==> src/hw/rtl/amicable_pair_sum_top_assert.svh <==
// Assertion macros used by the amicable pair sum top level.
`ifndef AMICABLE_PAIR_SUM_TOP_ASSERT_SVH
`define AMICABLE_PAIR_SUM_TOP_ASSERT_SVH

// Same-cycle implication, disabled while reset is asserted.
`define APS_ASSERT_NOW(lbl, clk, rst_n, ante, cons) \
    lbl: assert property (@(posedge clk) disable iff (!rst_n) (ante) |-> (cons)) \
        else $error("amicable_pair_sum: same-cycle check failed");

// Next-cycle implication, disabled while reset is asserted.
`define APS_ASSERT_NEXT(lbl, clk, rst_n, ante, cons) \
    lbl: assert property (@(posedge clk) disable iff (!rst_n) (ante) |=> (cons)) \
        else $error("amicable_pair_sum: next-cycle check failed");

`endif

==> src/hw/rtl/apsum_pkg.sv <==
// Package with the types, constants and microcode ROM of the amicable pair sum block.
`default_nettype none

package apsum_pkg;

    localparam int MAX_RANGE_DEF = 4096;
    localparam int LIMIT_W       = 13;
    localparam int TOTAL_W       = 25;
    localparam int UPC_W         = 4;

    typedef logic [UPC_W-1:0] t_upc;

    // Microprogram step addresses.
    localparam t_upc S_IDLE      = 4'd0;
    localparam t_upc S_INIT_CHK  = 4'd1;
    localparam t_upc S_INIT_WR   = 4'd2;
    localparam t_upc S_SIEVE_D0  = 4'd3;
    localparam t_upc S_SIEVE_D   = 4'd4;
    localparam t_upc S_SIEVE_RD  = 4'd5;
    localparam t_upc S_SIEVE_WR  = 4'd6;
    localparam t_upc S_SIEVE_NXT = 4'd7;
    localparam t_upc S_PAIR_0    = 4'd8;
    localparam t_upc S_PAIR_RD   = 4'd9;
    localparam t_upc S_PAIR_S    = 4'd10;
    localparam t_upc S_PAIR_CHK  = 4'd11;
    localparam t_upc S_PAIR_ADD  = 4'd12;
    localparam t_upc S_PAIR_NXT  = 4'd13;
    localparam t_upc S_DONE      = 4'd14;

    typedef enum logic [2:0] {
        C_NEXT       = 3'd0,
        C_ALWAYS     = 3'd1,
        C_NO_START   = 3'd2,
        C_I_GT_N     = 3'd3,
        C_TWO_I_GT_N = 3'd4,
        C_K_GT_N     = 3'd5,
        C_S_BAD      = 3'd6
    } t_cond;

    typedef enum logic [1:0] {
        I_HOLD = 2'd0,
        I_ONE  = 2'd1,
        I_INC  = 2'd2
    } t_iop;

    typedef enum logic [1:0] {
        K_HOLD   = 2'd0,
        K_DOUBLE = 2'd1,
        K_STEP   = 2'd2
    } t_kop;

    typedef enum logic [1:0] {
        W_NONE = 2'd0,
        W_INIT = 2'd1,
        W_ADD  = 2'd2
    } t_wop;

    typedef enum logic [1:0] {
        R_I = 2'd0,
        R_K = 2'd1,
        R_S = 2'd2
    } t_rsel;

    typedef enum logic [1:0] {
        T_HOLD      = 2'd0,
        T_CLEAR     = 2'd1,
        T_ADD_MATCH = 2'd2
    } t_top;

    typedef struct packed {
        t_cond cond;
        t_upc  target;
        logic  idle;
        logic  ld_lim;
        t_iop  i_op;
        t_kop  k_op;
        t_wop  w_op;
        t_rsel r_sel;
        logic  s_ld;
        t_top  t_op;
        logic  strobe;
    } t_cw;

    typedef struct packed {
        logic i_gt_n;
        logic two_i_gt_n;
        logic k_gt_n;
        logic s_bad;
    } t_flags;

    // Microprogram: one control word per step. A word whose condition holds
    // jumps to its target, otherwise the step counter advances by one.
    function automatic t_cw uc_rom(input t_upc upc);
        t_cw cw;
        cw = '0;
        case (upc)
            S_IDLE: begin
                cw.idle   = 1'b1;
                cw.ld_lim = 1'b1;
                cw.i_op   = I_ONE;
                cw.t_op   = T_CLEAR;
                cw.cond   = C_NO_START;
                cw.target = S_IDLE;
            end
            S_INIT_CHK: begin
                cw.cond   = C_I_GT_N;
                cw.target = S_SIEVE_D0;
            end
            S_INIT_WR: begin
                cw.w_op   = W_INIT;
                cw.i_op   = I_INC;
                cw.cond   = C_ALWAYS;
                cw.target = S_INIT_CHK;
            end
            S_SIEVE_D0: begin
                cw.i_op = I_ONE;
            end
            S_SIEVE_D: begin
                cw.k_op   = K_DOUBLE;
                cw.cond   = C_TWO_I_GT_N;
                cw.target = S_PAIR_0;
            end
            S_SIEVE_RD: begin
                cw.r_sel  = R_K;
                cw.cond   = C_K_GT_N;
                cw.target = S_SIEVE_NXT;
            end
            S_SIEVE_WR: begin
                cw.r_sel  = R_K;
                cw.w_op   = W_ADD;
                cw.k_op   = K_STEP;
                cw.cond   = C_ALWAYS;
                cw.target = S_SIEVE_RD;
            end
            S_SIEVE_NXT: begin
                cw.i_op   = I_INC;
                cw.cond   = C_ALWAYS;
                cw.target = S_SIEVE_D;
            end
            S_PAIR_0: begin
                cw.i_op = I_ONE;
            end
            S_PAIR_RD: begin
                cw.r_sel  = R_I;
                cw.cond   = C_I_GT_N;
                cw.target = S_DONE;
            end
            S_PAIR_S: begin
                cw.s_ld = 1'b1;
            end
            S_PAIR_CHK: begin
                cw.r_sel  = R_S;
                cw.cond   = C_S_BAD;
                cw.target = S_PAIR_NXT;
            end
            S_PAIR_ADD: begin
                cw.t_op = T_ADD_MATCH;
            end
            S_PAIR_NXT: begin
                cw.i_op   = I_INC;
                cw.cond   = C_ALWAYS;
                cw.target = S_PAIR_RD;
            end
            S_DONE: begin
                cw.strobe = 1'b1;
                cw.cond   = C_ALWAYS;
                cw.target = S_IDLE;
            end
            default: begin
                cw.cond   = C_ALWAYS;
                cw.target = S_IDLE;
            end
        endcase
        return cw;
    endfunction

endpackage

`default_nettype wire

==> src/hw/rtl/apsum_seq.sv <==
// Microcode sequencer: step counter, control word ROM and conditional jumps.
`default_nettype none

module apsum_seq
    import apsum_pkg::*;
(
    input  wire logic   i_clk,
    input  wire logic   i_rst_n,
    input  wire logic   i_start,
    input  wire t_flags i_flags,
    output t_cw         o_cw
);

    t_upc r_upc;
    t_upc n_upc;
    t_cw  cw;
    logic take;

    assign cw   = uc_rom(r_upc);
    assign o_cw = cw;

    always_comb begin
        case (cw.cond)
            C_NEXT:       take = 1'b0;
            C_ALWAYS:     take = 1'b1;
            C_NO_START:   take = !i_start;
            C_I_GT_N:     take = i_flags.i_gt_n;
            C_TWO_I_GT_N: take = i_flags.two_i_gt_n;
            C_K_GT_N:     take = i_flags.k_gt_n;
            C_S_BAD:      take = i_flags.s_bad;
            default:      take = 1'b1;
        endcase
        n_upc = take ? cw.target : t_upc'(r_upc + t_upc'(1));
    end

    always_ff @(posedge i_clk) begin
        if (!i_rst_n) begin
            r_upc <= S_IDLE;
        end else begin
            r_upc <= n_upc;
        end
    end

endmodule

`default_nettype wire

==> config.mk <==
export PLATFORM = sky130hd
export DESIGN_NAME = apsum_seq
export DESIGN_NICKNAME = d
export VERILOG_FILES = /design/src/hw/rtl/amicable_pair_sum_top_assert.svh /design/src/hw/rtl/apsum_pkg.sv /design/src/hw/rtl/apsum_seq.sv
export SDC_FILE = /design/constraint.sdc
export NUM_CORES = 1
export LEC_CHECK = 0
export ABC_AREA = 1
export BUFFER_PORTS_ARGS = -buffer_cell sky130_fd_sc_hd__buf_2
export CAP_MARGIN = 10
export CORE_MARGIN = 3
export CORE_UTILIZATION = 40
export CTS_CLUSTER_DIAMETER = 200
export DETAILED_ROUTE_END_ITERATION = 10
export MAX_ROUTING_LAYER = met4
export PLACE_DENSITY = 0.77
export SLEW_MARGIN = 20
export SYNTH_ARGS = -nofsm -noshare
export SYNTH_HDL_FRONTEND = slang
export SYNTH_SLANG_ARGS = --single-unit
==> constraint.sdc <==
create_clock -name i_clk -period 2.6 [get_ports i_clk]
set_clock_uncertainty 0.15 [all_clocks]
set_input_delay 0.13 -clock i_clk [delete_from_list [all_inputs] [get_ports i_clk]]
set_output_delay 0.13 -clock i_clk [all_outputs]
set_load 0.02 [all_outputs]
==> flow_summary.toml <==
[run_status]
status = "complete, no violations"

[finish]
layout-drive-gt1-share_pct = 43.3
finalNonFillerCells = 150
nets = 147
regMostFlops = "r_upc"
area_delta_synth_final_pct = 21.2
design_area_sq_um = 815
n_antenna_cell = 0
top_regs = "r_upc: 4 flops"
largest_reg_flops = 4
fillers = 169
postLayoutCoreUtil_pct = 52.8

[drt]
wl_per_cell_microns = 10.9
ant_nets = 0
avgViaCountPerCell = 4.75
first_iter_violations = 20
route.detailed.drc = 0
dr.pass1.iters = 4
totalWireLength_mm = 1.63
vias = 712

[critical_path]
reg2reg_depth = 14
r2r-end = "r_upc[2]$_SDFF_PN0_"
endpoint_kind = "output port"
crit_arrival_ns = 1.83
crit_fanout = 8
crit_type = "reg2out"
cp-start-kind = "register"
rrSetupSlack_ns = 0.50
worstPathRequired_ns = 2.32
critical_path.reg2reg.startpoint = "r_upc[1]$_SDFF_PN0_"

[synthesis]
synthArstFlopShare_pct = 0
synth_cell_types = 26
yosysWarnings = 0
ys_seq_elements = 4
ys_top_cells_by_area = "dfxtp_1 (12%), nand2_1 (11%), inv_1 (9.5%), nand2_2 (8.4%), ha_1 (7.4%)"
synth_top_flop_cell = "dfxtp_1"
synth.largest_area_cell = "dfxtp_1"
yosysSeqAreaShare_pct = 11.9
synth.cell_area_sq_um = 672
synth_edf_count = 0
synth_cells = 108
synth_top_area_share_pct = 11.9
synth_fp_nets = 119
avgSynthCellArea_sq_um = 6.22

[sta]
drv_slew = 0
finalWorstSetupSlack_ns = 0.486
rsz0062_at_grt = "no"
worst_hold_slack_ns = 0.238
finalSetupViolCount = 0
finalSetupTns_ns = 0
min_period_over_period_pct = 81.3
maxSlewHeadroom_pct = 69.1
tightest_slew_ns = 0.462
hold_viol = 0
max_freq_mhz = 473
timing.final.crit_period_ns = 2.11

[clocking]
cts_tree = "built"
clkTransAtPathRegs_ns = 0.04
clk_path_buf_depth = 2
root_buffer = "clkbuf_4"
cts_buffers = 3
htree_num_levels = 1
clk_latency_ns = 0.23
clock_sinks = 4
cts_setup_buffers = 0

[min_path]
worstHoldStart = "i_flags[1]"
min_path_cells = 7
whs_endpoint = "r_upc[1]$_SDFF_PN0_"
hold_class = "in2reg"

[floorplanning]
rows = 14
io_pins = 28
start_util_pct = 43.6
core_sq_um = 1540
dieArea_sq_um = 2210
die_x_microns = 47.0
fp.dieH_microns = 47.0

[power_and_ir_drop]
total_power_mw = 1.16
power.density_nw_per_um2 = 1420
irDropWorstVdd_uv = 638
p_leak_nw = 0.512

[placement]
dp_hpwl_mm = 1.36
gp_congestion = 0.969
post-place-ws_ns = 0.524
post_dp_cell_area_sq_um = 782
port_buffers = 27
placed_cells = 146

[grt]
grt_pass1_vias = 593
grt_max_degree = 9
grt_pass1_wl_mm = 2.45
grt-busiest-layer = "met2"
use_met1_pct = 20.5
grtUsageMet2_pct = 24.7
antenna_found_initial = 0
grtUsageMet3_pct = 1.15
grt_overflow_total = 0
grt_usage_pct = 16.1

[job]
cap_violations = 0
## synth_stat cells, types with 3 or more instances
| master | n |
|---|---|
| nand2_2 | 9 |
| dfxtp_1 | 4 |
| nand2_1 | 20 |
| nor2_1 | 10 |
| nor2_2 | 7 |
| buf_4 | 3 |
| ha_1 | 4 |
| inv_1 | 17 |
| nand3_1 | 10 |
## cell type report
type                       instances  area [sq um]  area share (%)
timing repair buffer              28           145            17.8
sequential                         4          80.1            9.83
inverter                          21          83.8            10.3
multi-input combinational         78           463            56.8
tap                               16          20.0            2.46
clock buffer                       3          22.5            2.76
## kinds of logic (layout without fill, tap and decap cells)
family	after synthesis	count (layout)	share of synthesized area [%]
compound gates	8	8	7.64
buf+inv	26	52	19.2
fa+ha+maj	4	4	7.45
xor+xnor	2	2	2.61
simple gates	64	64	51.2
flops	4	4	11.9
## cells in the final DEF (no fill, tap or decap), drive strengths merged, types with 2 or more instances in the layout
cell type,Yosys,final
a21oi,2,2
buf,5,27
clkbuf,0,3
dfxtp,4,4
ha,4,4
inv,21,21
nand2,30,30
nand3,11,11
nand3b,2,2
nor2,19,19
o21ai,5,5
## what timing repair did
action	CTS	global route
gates resized for setup	0	0
hold buffers	1	0
endpoints found under the hold margin	1	0
## how the worst max path moves through the flow
stage,endpoint,from
2_1_floorplan,r_upc[0]$_SDFF_PN0_,r_upc[0]$_SDFF_PN0_
3_3_place_gp,r_upc[0]$_SDFF_PN0_,r_upc[1]$_SDFF_PN0_
3_5_place_dp,r_upc[2]$_SDFF_PN0_,r_upc[1]$_SDFF_PN0_
4_1_cts,o_cw[17],r_upc[1]$_SDFF_PN0_
5_1_grt,r_upc[2]$_SDFF_PN0_,r_upc[1]$_SDFF_PN0_
6_report,o_cw[17],r_upc[1]$_SDFF_PN0_
## routing by layer
metal | share of wire [%] | wire length (microns) | vias to the layer above
li1 | - | - | 380
met1 | 43 | 698 | 307
met2 | 51 | 827 | 25
met3 | 6.3 | 102 | 0
met4 | 0 | 0 | 0
met5 | 0 | 0 | -
## worst max-delay path, stage by stage (launching register included)
cell     delay, ns
dfxtp_1       0.37
inv_1         0.08
ha_1          0.31
o21ai_2       0.24
nand2_1       0.11
or2_2         0.31
buf_2         0.17
## power by group
group | total [mW] | leakage (nW) | internal (mW) | switching [mW]
sequential | 0.129 | 0.0331 | 0.0852 | 0.0443
clock | 0.0757 | 0.0138 | 0.0516 | 0.0242
combinational | 0.953 | 0.466 | 0.325 | 0.628
No activity file was read; power rests on OpenSTA's default activity.
